==> src/design/css_pkg.sv <==
package css_pkg;

    localparam int DEF_MAX_ROWS  = 65536;
    localparam int DEF_FRAC_BITS = 12;

    localparam int VAL_W   = 24;
    localparam int SD_W    = 23;
    localparam int SUM_W   = 41;
    localparam int SQ_W    = 64;
    localparam int CNT_W   = 17;
    localparam int WIDE_W  = 82;
    localparam int DVS_W   = 32;
    localparam int ROOT_W  = 32;
    localparam int STEP_W  = 7;
    localparam int IDX_W   = 2;

    localparam logic [STEP_W-1:0] MUL_STEPS  = 7'd41;
    localparam logic [STEP_W-1:0] DIV_STEPS  = 7'd82;
    localparam logic [STEP_W-1:0] SQRT_STEPS = 7'd32;

    localparam logic [IDX_W-1:0] REG_SPARSE_MODE = 2'd0;
    localparam logic [IDX_W-1:0] REG_ROW_COUNT   = 2'd1;

    typedef enum logic [2:0] {
        OP_MUL_A    = 3'd0,
        OP_MUL_B    = 3'd1,
        OP_MUL_D    = 3'd2,
        OP_DIV_MEAN = 3'd3,
        OP_DIV_VAR  = 3'd4,
        OP_SQRT     = 3'd5
    } op_t;

    typedef struct packed {
        logic accept;
        logic load;
        logic step;
        op_t  op;
        logic out_load;
    } cmd_t;

    typedef struct packed {
        logic out_busy;
    } status_t;

endpackage

==> src/design/css_ctrl.sv <==
module css_ctrl import css_pkg::*; (
    input  logic    aclk,
    input  logic    aresetn,
    input  logic    s_tvalid,
    output logic    s_tready,
    input  logic    s_tlast,
    input  status_t status,
    output cmd_t    cmd
);

    typedef enum logic [7:0] {
        ST_IDLE     = 8'b0000_0001,
        ST_MUL_A    = 8'b0000_0010,
        ST_MUL_B    = 8'b0000_0100,
        ST_MUL_D    = 8'b0000_1000,
        ST_DIV_MEAN = 8'b0001_0000,
        ST_DIV_VAR  = 8'b0010_0000,
        ST_SQRT     = 8'b0100_0000,
        ST_OUT      = 8'b1000_0000
    } state_t;

    state_t            state_reg, state_next;
    logic [STEP_W-1:0] cnt_reg, cnt_next;
    logic [STEP_W-1:0] steps;
    state_t            follow;

    assign s_tready = (state_reg == ST_IDLE);

    always_comb begin
        steps  = MUL_STEPS;
        follow = ST_IDLE;
        cmd.op = OP_MUL_A;
        case (state_reg)
            ST_MUL_A: begin
                cmd.op = OP_MUL_A;    steps = MUL_STEPS;  follow = ST_MUL_B;
            end
            ST_MUL_B: begin
                cmd.op = OP_MUL_B;    steps = MUL_STEPS;  follow = ST_MUL_D;
            end
            ST_MUL_D: begin
                cmd.op = OP_MUL_D;    steps = MUL_STEPS;  follow = ST_DIV_MEAN;
            end
            ST_DIV_MEAN: begin
                cmd.op = OP_DIV_MEAN; steps = DIV_STEPS;  follow = ST_DIV_VAR;
            end
            ST_DIV_VAR: begin
                cmd.op = OP_DIV_VAR;  steps = DIV_STEPS;  follow = ST_SQRT;
            end
            ST_SQRT: begin
                cmd.op = OP_SQRT;     steps = SQRT_STEPS; follow = ST_OUT;
            end
            default: ;
        endcase
    end

    always_comb begin
        state_next   = state_reg;
        cnt_next     = cnt_reg;
        cmd.accept   = 1'b0;
        cmd.load     = 1'b0;
        cmd.step     = 1'b0;
        cmd.out_load = 1'b0;
        case (state_reg)
            ST_IDLE: begin
                cmd.accept = s_tvalid;
                if (s_tvalid && s_tlast) begin
                    state_next = ST_MUL_A;
                    cnt_next   = '0;
                end
            end
            ST_OUT: begin
                if (!status.out_busy) begin
                    cmd.out_load = 1'b1;
                    state_next   = ST_IDLE;
                end
            end
            default: begin
                // first cycle loads operands, then one step per cycle
                if (cnt_reg == '0) begin
                    cmd.load = 1'b1;
                end else begin
                    cmd.step = 1'b1;
                end
                if (cnt_reg == steps) begin
                    state_next = follow;
                    cnt_next   = '0;
                end else begin
                    cnt_next = cnt_reg + 1'b1;
                end
            end
        endcase
    end

    always_ff @(posedge aclk) begin
        if (!aresetn) begin
            state_reg <= ST_IDLE;
            cnt_reg   <= '0;
        end else begin
            state_reg <= state_next;
            cnt_reg   <= cnt_next;
        end
    end

endmodule

==> src/design/css_dpath.sv <==
module css_dpath import css_pkg::*; #(
    parameter int MAX_ROWS  = DEF_MAX_ROWS,
    parameter int FRAC_BITS = DEF_FRAC_BITS
) (
    input  logic                    aclk,
    input  logic                    aresetn,
    input  cmd_t                    cmd,
    output status_t                 status,
    input  logic signed [VAL_W-1:0] sample_value,
    input  logic                    is_missing,
    input  logic                    last_in_column,
    input  logic                    cfg_valid,
    input  logic [IDX_W-1:0]        cfg_index,
    input  logic [CNT_W-1:0]        cfg_data,
    output logic                    m_tvalid,
    input  logic                    m_tready,
    output logic [47:0]             m_tdata,
    output logic                    m_tuser
);

    localparam logic [CNT_W-1:0] MAX_N   = CNT_W'(MAX_ROWS);
    localparam logic [SD_W-1:0]  SD_ONE  = SD_W'(1) << FRAC_BITS;
    localparam logic [SD_W-1:0]  SD_MAX  = {SD_W{1'b1}};

    logic                    sparse_reg;
    logic [CNT_W-1:0]        rows_reg;

    logic signed [SUM_W-1:0] sum_reg;
    logic [SQ_W-1:0]         sq_reg;
    logic [CNT_W-1:0]        cnt_reg;

    logic signed [SUM_W-1:0] snap_s_reg;
    logic [SQ_W-1:0]         snap_q_reg;
    logic [CNT_W-1:0]        snap_n_reg;
    logic                    dflt_reg;

    logic [WIDE_W-1:0]       mcand_reg, prod_reg, a_reg, b_reg;
    logic [SUM_W-1:0]        mplier_reg;
    logic [DVS_W-1:0]        d_reg;
    logic [SUM_W-1:0]        mean_mag_reg;
    logic [WIDE_W-1:0]       dvd_reg;
    logic [DVS_W-1:0]        dvs_reg, rem_reg;
    logic [SQ_W-1:0]         sx_reg;
    logic [ROOT_W+1:0]       srem_reg;
    logic [ROOT_W-1:0]       root_reg;

    logic                    m_tvalid_reg;
    logic [47:0]             m_tdata_reg;
    logic                    m_tuser_reg;

    // accumulate path
    logic                    take;
    logic signed [2*VAL_W-1:0] vsq;
    logic signed [SUM_W-1:0] sum_new;
    logic [SQ_W-1:0]         sq_new;
    logic [CNT_W-1:0]        cnt_new;
    logic [CNT_W-1:0]        rows_clamped, n_sel;
    logic                    binary;
    logic [SUM_W-1:0]        mag;

    assign take    = (sparse_reg || !is_missing) && (cnt_reg < MAX_N);
    assign vsq     = sample_value * sample_value;
    assign sum_new = take ? sum_reg + SUM_W'(sample_value) : sum_reg;
    assign sq_new  = take ? sq_reg + SQ_W'(unsigned'(vsq)) : sq_reg;
    assign cnt_new = take ? cnt_reg + 1'b1 : cnt_reg;

    always_comb begin
        rows_clamped = rows_reg;
        if (rows_reg < CNT_W'(2))
            rows_clamped = CNT_W'(2);
        if (rows_reg > MAX_N)
            rows_clamped = MAX_N;
    end

    assign n_sel  = sparse_reg ? rows_clamped : cnt_new;
    assign binary = !sum_new[SUM_W-1] &&
                    (sq_new == (SQ_W'(unsigned'(sum_new)) << FRAC_BITS));
    assign mag    = snap_s_reg[SUM_W-1] ? SUM_W'(-snap_s_reg) : SUM_W'(snap_s_reg);

    // divider and square root step logic
    logic [DVS_W:0]    dtmp;
    logic              dge;
    logic [ROOT_W+1:0] stmp, strial;
    logic              sge;

    assign dtmp   = {rem_reg, dvd_reg[WIDE_W-1]};
    assign dge    = dtmp >= {1'b0, dvs_reg};
    assign stmp   = {srem_reg[ROOT_W-1:0], sx_reg[SQ_W-1:SQ_W-2]};
    assign strial = {root_reg, 2'b01};
    assign sge    = stmp >= strial;

    always_ff @(posedge aclk) begin
        if (!aresetn) begin
            sparse_reg <= 1'b0;
            rows_reg   <= CNT_W'(2);
        end else if (cfg_valid) begin
            case (cfg_index)
                REG_SPARSE_MODE: sparse_reg <= cfg_data[0];
                REG_ROW_COUNT:   rows_reg   <= cfg_data;
                default: ;
            endcase
        end
    end

    always_ff @(posedge aclk) begin
        if (!aresetn) begin
            sum_reg <= '0;
            sq_reg  <= '0;
            cnt_reg <= '0;
        end else if (cmd.accept) begin
            if (last_in_column) begin
                sum_reg <= '0;
                sq_reg  <= '0;
                cnt_reg <= '0;
            end else begin
                sum_reg <= sum_new;
                sq_reg  <= sq_new;
                cnt_reg <= cnt_new;
            end
        end
    end

    always_ff @(posedge aclk) begin
        if (cmd.accept && last_in_column) begin
            snap_s_reg <= sum_new;
            snap_q_reg <= sq_new;
            snap_n_reg <= n_sel;
            dflt_reg   <= binary || (n_sel < CNT_W'(2));
        end
    end

    // shared shift-add multiplier, restoring divider, digit square root
    always_ff @(posedge aclk) begin
        if (cmd.load) begin
            case (cmd.op)
                OP_MUL_A: begin
                    mcand_reg  <= WIDE_W'(snap_q_reg);
                    mplier_reg <= SUM_W'(snap_n_reg);
                    prod_reg   <= '0;
                end
                OP_MUL_B: begin
                    a_reg      <= prod_reg;
                    mcand_reg  <= WIDE_W'(mag);
                    mplier_reg <= mag;
                    prod_reg   <= '0;
                end
                OP_MUL_D: begin
                    b_reg      <= prod_reg;
                    mcand_reg  <= WIDE_W'(snap_n_reg);
                    mplier_reg <= SUM_W'(snap_n_reg - 1'b1);
                    prod_reg   <= '0;
                end
                OP_DIV_MEAN: begin
                    d_reg   <= prod_reg[DVS_W-1:0];
                    dvd_reg <= WIDE_W'(mag);
                    dvs_reg <= DVS_W'(snap_n_reg);
                    rem_reg <= '0;
                end
                OP_DIV_VAR: begin
                    mean_mag_reg <= dvd_reg[SUM_W-1:0];
                    dvd_reg      <= (a_reg > b_reg) ? a_reg - b_reg : '0;
                    dvs_reg      <= d_reg;
                    rem_reg      <= '0;
                end
                OP_SQRT: begin
                    // quotient above 64 bits saturates
                    sx_reg   <= (dvd_reg[WIDE_W-1:SQ_W] != '0) ? {SQ_W{1'b1}}
                                                              : dvd_reg[SQ_W-1:0];
                    srem_reg <= '0;
                    root_reg <= '0;
                end
                default: ;
            endcase
        end else if (cmd.step) begin
            case (cmd.op)
                OP_MUL_A, OP_MUL_B, OP_MUL_D: begin
                    if (mplier_reg[0])
                        prod_reg <= prod_reg + mcand_reg;
                    mcand_reg  <= {mcand_reg[WIDE_W-2:0], 1'b0};
                    mplier_reg <= {1'b0, mplier_reg[SUM_W-1:1]};
                end
                OP_DIV_MEAN, OP_DIV_VAR: begin
                    rem_reg <= dge ? DVS_W'(dtmp - {1'b0, dvs_reg}) : dtmp[DVS_W-1:0];
                    dvd_reg <= {dvd_reg[WIDE_W-2:0], dge};
                end
                OP_SQRT: begin
                    srem_reg <= sge ? stmp - strial : stmp;
                    root_reg <= {root_reg[ROOT_W-2:0], sge};
                    sx_reg   <= {sx_reg[SQ_W-3:0], 2'b00};
                end
                default: ;
            endcase
        end
    end

    // result formatting
    logic [SD_W-1:0]         sd_sat;
    logic signed [VAL_W-1:0] mean_sat;
    logic                    dflt_out;

    assign sd_sat   = (root_reg > ROOT_W'(SD_MAX)) ? SD_MAX : root_reg[SD_W-1:0];
    assign dflt_out = dflt_reg || (sd_sat == '0);

    always_comb begin
        if (snap_s_reg[SUM_W-1]) begin
            if (mean_mag_reg > SUM_W'(24'h800000))
                mean_sat = VAL_W'(24'h800000);
            else
                mean_sat = VAL_W'(-mean_mag_reg[VAL_W-1:0]);
        end else begin
            if (mean_mag_reg > SUM_W'(24'h7FFFFF))
                mean_sat = VAL_W'(24'h7FFFFF);
            else
                mean_sat = mean_mag_reg[VAL_W-1:0];
        end
    end

    always_ff @(posedge aclk) begin
        if (!aresetn) begin
            m_tvalid_reg <= 1'b0;
        end else if (cmd.out_load) begin
            m_tvalid_reg <= 1'b1;
        end else if (m_tready) begin
            m_tvalid_reg <= 1'b0;
        end
    end

    always_ff @(posedge aclk) begin
        if (cmd.out_load) begin
            m_tdata_reg <= {1'b0, (dflt_out ? SD_ONE : sd_sat),
                            (dflt_out ? VAL_W'(0) : mean_sat)};
            m_tuser_reg <= dflt_out;
        end
    end

    assign status.out_busy  = m_tvalid_reg && !m_tready;
    assign m_tvalid = m_tvalid_reg;
    assign m_tdata  = m_tdata_reg;
    assign m_tuser  = m_tuser_reg;

endmodule

==> src/design/column_scale_statistics.sv <==
// channel  dir  handshake           payload
// s_       in   s_tvalid/s_tready   tdata: sample_value; tuser: is_missing; tlast
// m_       out  m_tvalid/m_tready   tdata: column_mean, column_sd; tuser: defaulted
// cfg_     in   cfg_valid/cfg_ready cfg_index, cfg_data
//
// Items that do not close a column are taken back to back.
// A closing item starts the work in one shared shift-add multiplier, a
// restoring divider and a digit square root; no input is taken
// meanwhile. The result waits in an output register; the next column
// streams in while it is held. Reset (aresetn low, synchronous) clears
// the sums, the count, the configuration, the state and the output valid.
module column_scale_statistics import css_pkg::*; #(
    parameter int MAX_ROWS  = DEF_MAX_ROWS,
    parameter int FRAC_BITS = DEF_FRAC_BITS
) (
    input  logic               aclk,
    input  logic               aresetn,
    input  logic               s_tvalid,
    output logic               s_tready,
    input  logic [23:0]        s_tdata,    // [23:0] sample_value
    input  logic               s_tuser,    // [0] is_missing
    input  logic               s_tlast,
    output logic               m_tvalid,
    input  logic               m_tready,
    output logic [47:0]        m_tdata,    // [23:0] column_mean, [46:24] column_sd
    output logic               m_tuser,    // [0] defaulted
    input  logic               cfg_valid,
    output logic               cfg_ready,
    input  logic [IDX_W-1:0]   cfg_index,
    input  logic [CNT_W-1:0]   cfg_data
);

    cmd_t    cmd;
    status_t status;

    assign cfg_ready = 1'b1;

    css_ctrl u_ctrl (
        .aclk     (aclk),
        .aresetn  (aresetn),
        .s_tvalid (s_tvalid),
        .s_tready (s_tready),
        .s_tlast  (s_tlast),
        .status   (status),
        .cmd      (cmd)
    );

    css_dpath #(
        .MAX_ROWS  (MAX_ROWS),
        .FRAC_BITS (FRAC_BITS)
    ) u_dpath (
        .aclk           (aclk),
        .aresetn        (aresetn),
        .cmd            (cmd),
        .status         (status),
        .sample_value   (signed'(s_tdata)),
        .is_missing     (s_tuser),
        .last_in_column (s_tlast),
        .cfg_valid      (cfg_valid),
        .cfg_index      (cfg_index),
        .cfg_data       (cfg_data),
        .m_tvalid       (m_tvalid),
        .m_tready       (m_tready),
        .m_tdata        (m_tdata),
        .m_tuser        (m_tuser)
    );

endmodule
==> config.mk <==
export PLATFORM = sky130hd
export DESIGN_NAME = column_scale_statistics
export DESIGN_NICKNAME = d
export VERILOG_FILES = /design/src/design/css_pkg.sv /design/src/design/css_ctrl.sv /design/src/design/css_dpath.sv /design/src/design/column_scale_statistics.sv
export SDC_FILE = /design/constraint.sdc
export NUM_CORES = 2
export LEC_CHECK = 0
export BUFFER_PORTS_ARGS = -buffer_cell sky130_fd_sc_hd__buf_2
export CORE_MARGIN = 10
export CORE_UTILIZATION = 29
export CTS_BUF_LIST = sky130_fd_sc_hd__clkbuf_2 sky130_fd_sc_hd__clkbuf_4 sky130_fd_sc_hd__clkbuf_8
export DETAILED_ROUTE_END_ITERATION = 7
export GPL_TIMING_DRIVEN = 0
export SETUP_SLACK_MARGIN = 0.02
export SLEW_MARGIN = 25
export SYNTH_ARGS = -nofsm -noshare
export SYNTH_HDL_FRONTEND = slang
export SYNTH_HIERARCHICAL = 1
export SYNTH_SLANG_ARGS = --single-unit
==> constraint.sdc <==
create_clock -name aclk -period 19.4 [get_ports aclk]
set_clock_uncertainty 0.2 [all_clocks]
set_input_delay 0.97 -clock aclk [delete_from_list [all_inputs] [get_ports aclk]]
set_output_delay 0.97 -clock aclk [all_outputs]
set_load 0.05 [all_outputs]
### After elaboration in Yosys (flattened, before gate mapping)

Index checks and enable logic that the tools add are counted.

| word-level totals | value |
|---|---|
| bits in latches | 0 |
| input port bits | 50 |
| bits in registers | 1043 |
| memory bits (read-only) | 0 |
| output and inout port bits | 52 |
| memory bits (writable) | 0 |
| memories kept | 0 |
| word-level logic and storage cells | 185 |

| cells by class | value |
|---|---|
| muxes and demuxes | 70 |
| $mul | 1 |
| shift-type cells | 0 |
| add/sub/neg operators | 11 |
| bitwise operators | 1 |
| equal/unequal tests | 24 |
| reductions and logical operators | 41 |
| div/mod/pow operators | 0 |
| $lt $le $gt $ge | 10 |

Operator list:

| operator | count |
|---|---|
| two-way mux 82 bit | 12 |
| two-way mux 32 bit | 14 |
| two-way mux 64 bit | 7 |
| two-way mux 41 bit | 6 |
| case mux 82 bit (3 select lines) | 1 |
| case mux 82 bit (2 select lines) | 1 |
| case mux 41 bit (3 select lines) | 1 |
| two-way mux 17 bit | 5 |
| adder 82 bit | 1 |
| greater-than comparator 82 bit | 1 |
| subtractor 82 bit | 1 |
| two-way mux 24 bit | 3 |
| adder 64 x 48 -> 64 bit | 1 |
| == test 64 x 53 -> 1 bit | 1 |
| case mux 32 bit (2 select lines) | 1 |
| subtractor 32 bit | 2 |
| multiplier 24 x 24 -> 48 bit | 1 |
| case mux 8 bit (6 select lines) | 1 |
| adder 41 x 24 -> 41 bit | 1 |
| greater-than comparator 41 x 23 -> 1 bit, second input constant | 1 |
| greater-than comparator 41 x 24 -> 1 bit, second input constant | 1 |
| negator 41 bit | 1 |
| greater-or-equal comparator 34 bit | 1 |
| < comparator 17 x 2 -> 1 bit, second input constant | 2 |
| other kinds (49) | 91 |

### Logic depth before layout (Yosys ltp)

| depth | value |
|---|---|
| depth in word-level cells | 7 |
| gate-level depth with buffers | 47 |
| gate-level depth less buffers | 45 |

### Hierarchy

The synthesis kept the hierarchy.

Modules (own cells, without submodules):

| module | cells an instance | times used | seq. area each (um^2) | area each (um^2) |
|---|---|---|---|---|
| css_dpath | 8250 | 1 | 29458.3 | 79726.5 |
| css_ctrl | 137 | 1 | 300.3 | 1171.1 |
| column_scale_statistics | 2 | 1 | 0.0 | 11.3 |

### Worst setup path after synthesis

OpenSTA, ideal clock, no wires.

| timing | value |
|---|---|
| path type | reg-to-reg |
| start point | reg u_ctrl.cnt_reg[0] |
| end point | reg u_dpath.root_reg[0] (enable) |
| slack | 4.477 ns |
| path buffers | 2 |
| library setup time | 0.932 ns |
| data required time | 18.268 ns |
| clock period less this slack | 14.923 ns |
| stages on the path, launching flop included | 9 |
| arrival time | 13.791 ns |
| cell sequence | dfxtp_1 -> inv_1 -> ha_1 -> nor4b_1 -> and3b_1 -> clkbuf_1 -> clkbuf_1 -> nor2_1 -> nor4bb_1 |

RTL lines:

| item | line | RTL |
|---|---|---|
| start: declaration | css_ctrl.sv:23 | `logic [STEP_W-1:0] cnt_reg, cnt_next;` |
| start signal: assignment | css_ctrl.sv:100 | `cnt_reg <= cnt_next;` |
| end signal: assignment | css_dpath.sv:188 | `root_reg <= {root_reg[ROOT_W-2:0], sge};` |
| end: declaration | css_dpath.sv:45 | `logic [ROOT_W-1:0] root_reg;` |

### Final worst setup path

| timing | value |
|---|---|
| start point | in s_tdata[23] |
| end point | reg u_dpath.dflt_reg (data pin) |

| between the ends | value |
|---|---|
| longest elaborated chain between the ends | 6 |
| elaborated cells between the ends (all ways) | 9 |
| classes of those cells | add/sub: 2; mul: 1; eq/ne: 1; mux: 2; reduce/logical: 3 |

RTL lines:

| item | line | RTL |
|---|---|---|
| start: declaration | column_scale_statistics.sv:20 | `input logic [23:0] s_tdata,` |
| multiplier 24 x 24 -> 48 bit | css_dpath.sv:62 | `assign vsq = sample_value * sample_value;` |
| adder 64 x 48 -> 64 bit | css_dpath.sv:64 | `assign sq_new = take ? sq_reg + SQ_W'(unsigned'(vsq)) : sq_reg;` |
| two-way mux 64 bit | css_dpath.sv:64 |  |
| via u_dpath.sq_new[56] | css_dpath.sv:55 | `logic [SQ_W-1:0] sq_new;` |
| == test 64 x 53 -> 1 bit | css_dpath.sv:77 | `(sq_new == (SQ_W'(unsigned'(sum_new)) << FRAC_BITS));` |
| logical AND 1 bit | css_dpath.sv:76 | `assign binary = !sum_new[SUM_W-1] &&` |
| logical OR 1 bit | css_dpath.sv:128 | `dflt_reg <= binary \|\| (n_sel < CNT_W'(2));` |
| end signal: assignment | css_dpath.sv:128 |  |
| end: declaration | css_dpath.sv:35 | `logic dflt_reg;` |

The timed path passes the listed nets, and every way through them passes these cells.
A chain may end at the register's enable or synchronous reset.

==> flow_summary.json <==
{
  "seq_area_frac_synth_pct": 36.8,
  "path_class": "in2reg",
  "vias": 62800,
  "synth_top_cells_by_area": "edfxtp_1, fa_1, ha_1",
  "cp-end-kind": "flop",
  "port_buffers": 99,
  "cts.sink_count": 1043,
  "fp.dieW_um": 548,
  "worstPathRequired_ps": 19960,
  "grt-ovfl-total": 0,
  "yosys.area.top_type": "edfxtp_1",
  "drive_gt1_share_pct": 5.91,
  "syn-instance-count": 8389,
  "synth_area_um2": 80900,
  "slowest_stage": "fa_1",
  "hold_start": "cfg_data[6]",
  "syn_nets": 9482,
  "synthToLayoutAreaGrowth_pct": 11.6,
  "cts_resized": 0,
  "clock_path_buffers": 3,
  "yosys_warnings": 6,
  "reg2reg_depth": 16,
  "clk_pin_slew_ps": 70,
  "r2r_end": "u_dpath/dflt_reg$_DFFE_PP_",
  "wl_mm": 240,
  "status": "finished, final reports clean",
  "viasPerCell": 5.01,
  "synth_cell_type_count": 94,
  "cts_buffers": 170,
  "max_freq_ghz": 0.0641,
  "worstMarginPinSlew_ps": 1220,
  "setup_violations": 0,
  "grt_max_degree": 59,
  "antenna_found_initial": 11,
  "hold_viol": 0,
  "r2r_setup_slack_ps": 12680,
  "drt-pass1-iter-count": 6,
  "post-synth-top-area-fraction_pct": 32.9,
  "cp_max_fo": 22,
  "hold_depth": 3,
  "arrival_ps": 16170,
  "drt_iter0_markers": 5124,
  "synth_edf_count": 887,
  "fin_crit_sh_pct": 80.4,
  "max_slew_margin_pct": 18.0,
  "wl_per_cell_um": 19.1,
  "num_rows": 193,
  "ctsHtreeMaxLevel": 4,
  "ant_nets": 0,
  "finalWeightedCongestion": 0.946,
  "grt_pass1_wl_mm": 366,
  "grt_pass1_vias": 62900,
  "dp.final_hpwl_mm": 191,
  "drcViolationCount": 0,
  "ioPinCount": 102,
  "grt_usage_pct": 15.3,
  "synthArstFlopShare_pct": 0,
  "startpoint_type": "primary input",
  "root_buffer": "clkbuf_8",
  "synth.most_common_cell": "inv_1",
  "initial_core_util_pct": 29.2,
  "dieArea_um2": 301000,
  "die_h_um": 548,
  "synth_flop_cell": "edfxtp_1",
  "setup_slack_ps": 3790,
  "hold_class": "in2reg",
  "final_nets": 9790,
  "clk_latency_ps": 930,
  "rsz0062_at_grt": "no",
  "synth_seq_cells": 1043,
  "drv_cap": 0,
  "worst_path_largest_cell_delay_ps": 1020,
  "worstReg2RegStart": "u_dpath/sq_reg[40]$_SDFFE_PN0P_",
  "synth_common_cells": "inv_1, edfxtp_1, nor2_1",
  "path_common_cell": "fa_1",
  "dp_slack_ps": 2840,
  "min_delay_worst_endpoint": "u_dpath/rows_reg[6]$_SDFFE_PN0P_",
  "slew_violations": 0,
  "avgSynthCellArea_um2": 9.64,
  "core_area_um2": 277000,
  "cts_tree": "built",
  "layout_min_cycle_time_ps": 15610
}
## how the worst max path moves through the flow
stage | startpoint | to
after floorplan | u_ctrl/cnt_reg[0]$_SDFFE_PN0P_ | u_dpath/root_reg[0]$_SDFFCE_PP0P_
after global placement | u_ctrl/cnt_reg[0]$_SDFFE_PN0P_ | u_dpath/sx_reg[60]$_DFFE_PP_
after detailed placement | s_tdata[23] | u_dpath/dflt_reg$_DFFE_PP_
after CTS | s_tdata[23] | u_dpath/dflt_reg$_DFFE_PP_
after global routing | s_tdata[23] | u_dpath/dflt_reg$_DFFE_PP_
final | s_tdata[23] | u_dpath/dflt_reg$_DFFE_PP_
## worst max-delay path: cells and delay by family
family | cells | cell delay (ps)
adder cells (fa/ha/maj) | 9 | 5050
AND/OR/NAND/NOR | 13 | 3960
AO/OA/AOI/OAI | 11 | 3280
buffers and inverters | 6 | 2450
XOR/XNOR | 1 | 380
## final cells by class
type / instances / area (um^2)
Buffer: 385 / 1520
Clock buffer: 228 / 2830
Fill cell: 28600 / 187000
Clock inverter: 86 / 785
Inverter: 1058 / 3970
Tap cell: 3705 / 4640
Timing Repair Buffer: 136 / 1040
Sequential cell: 1043 / 29800
Antenna cell: 4 / 10.0
Multi-Input combinational cell: 5903 / 45800
## cell usage in the layout (no fill, tap or decap), drive strengths merged, types with 15 or more instances in the layout
master | Yosys | routed
nor4 | 57 | 57
mux2i | 51 | 51
a22oi | 131 | 131
ha | 474 | 474
nor2 | 790 | 790
inv | 1058 | 1068
fa | 569 | 569
dfxtp | 156 | 156
o211ai | 20 | 20
xor2 | 201 | 201
nand2 | 646 | 646
and3 | 68 | 68
clkinv | 0 | 61
nand3 | 126 | 126
o21ai | 378 | 378
or3 | 39 | 39
o22ai | 69 | 69
or4 | 21 | 21
nor2b | 192 | 192
nand2b | 47 | 47
o21bai | 67 | 67
a211oi | 42 | 42
a21boi | 30 | 30
a21oi | 581 | 581
or2 | 15 | 15
o31ai | 27 | 27
a31oi | 60 | 60
buf | 36 | 171
edfxtp | 887 | 887
o221ai | 26 | 26
and2 | 158 | 158
nand4 | 105 | 105
clkbuf | 349 | 577
o21a | 80 | 80
a21o | 229 | 229
a221oi | 43 | 43
nor3 | 99 | 99
xnor2 | 266 | 266
## layer usage
metal	GRT usage (%)	routed length (um)	up-vias
met5	0	97	-
met2	24.8	109000	2175
li1	-	-	29600
met4	6.59	10800	6
met1	20.2	104000	30600
met3	2.60	16300	449
## timing repair
item                                   4_1_cts  5_1_grt
hold buffers                                 1        0
setup buffers                                0        0
endpoints found under the hold margin        1        0
## through the flow
step	util, %	TNS (ps)	instance area (um^2)	hold slack, ps	std cells
floorplan	-	0	80900	249	8389
global placement	31.0	-431620	86000	269	12200
detailed placement	31.3	0	86700	279	12200
CTS	32.6	0	90300	0.0826	12500
global route	32.6	0	90300	52.3	12500
finish	32.6	0	90300	111	12500
## cells by family (layout without fill, tap and decap cells)
kind of cell | count (synthesis) | in the layout | share of synthesized area (%)
fa+ha+maj | 1043 | 1043 | 21.4
flops | 1043 | 1043 | 36.8
buf+inv | 1443 | 1893 | 6.77
mux | 65 | 65 | 0.826
compound gates | 1905 | 1905 | 14.9
other cells | 2 | 6 | 0.00928
xor+xnor | 467 | 467 | 5.06
simple gates | 2421 | 2421 | 14.2
Power is not shown: default switching activity piles up to over one toggle a cycle in this logic, so the estimate is an artifact.
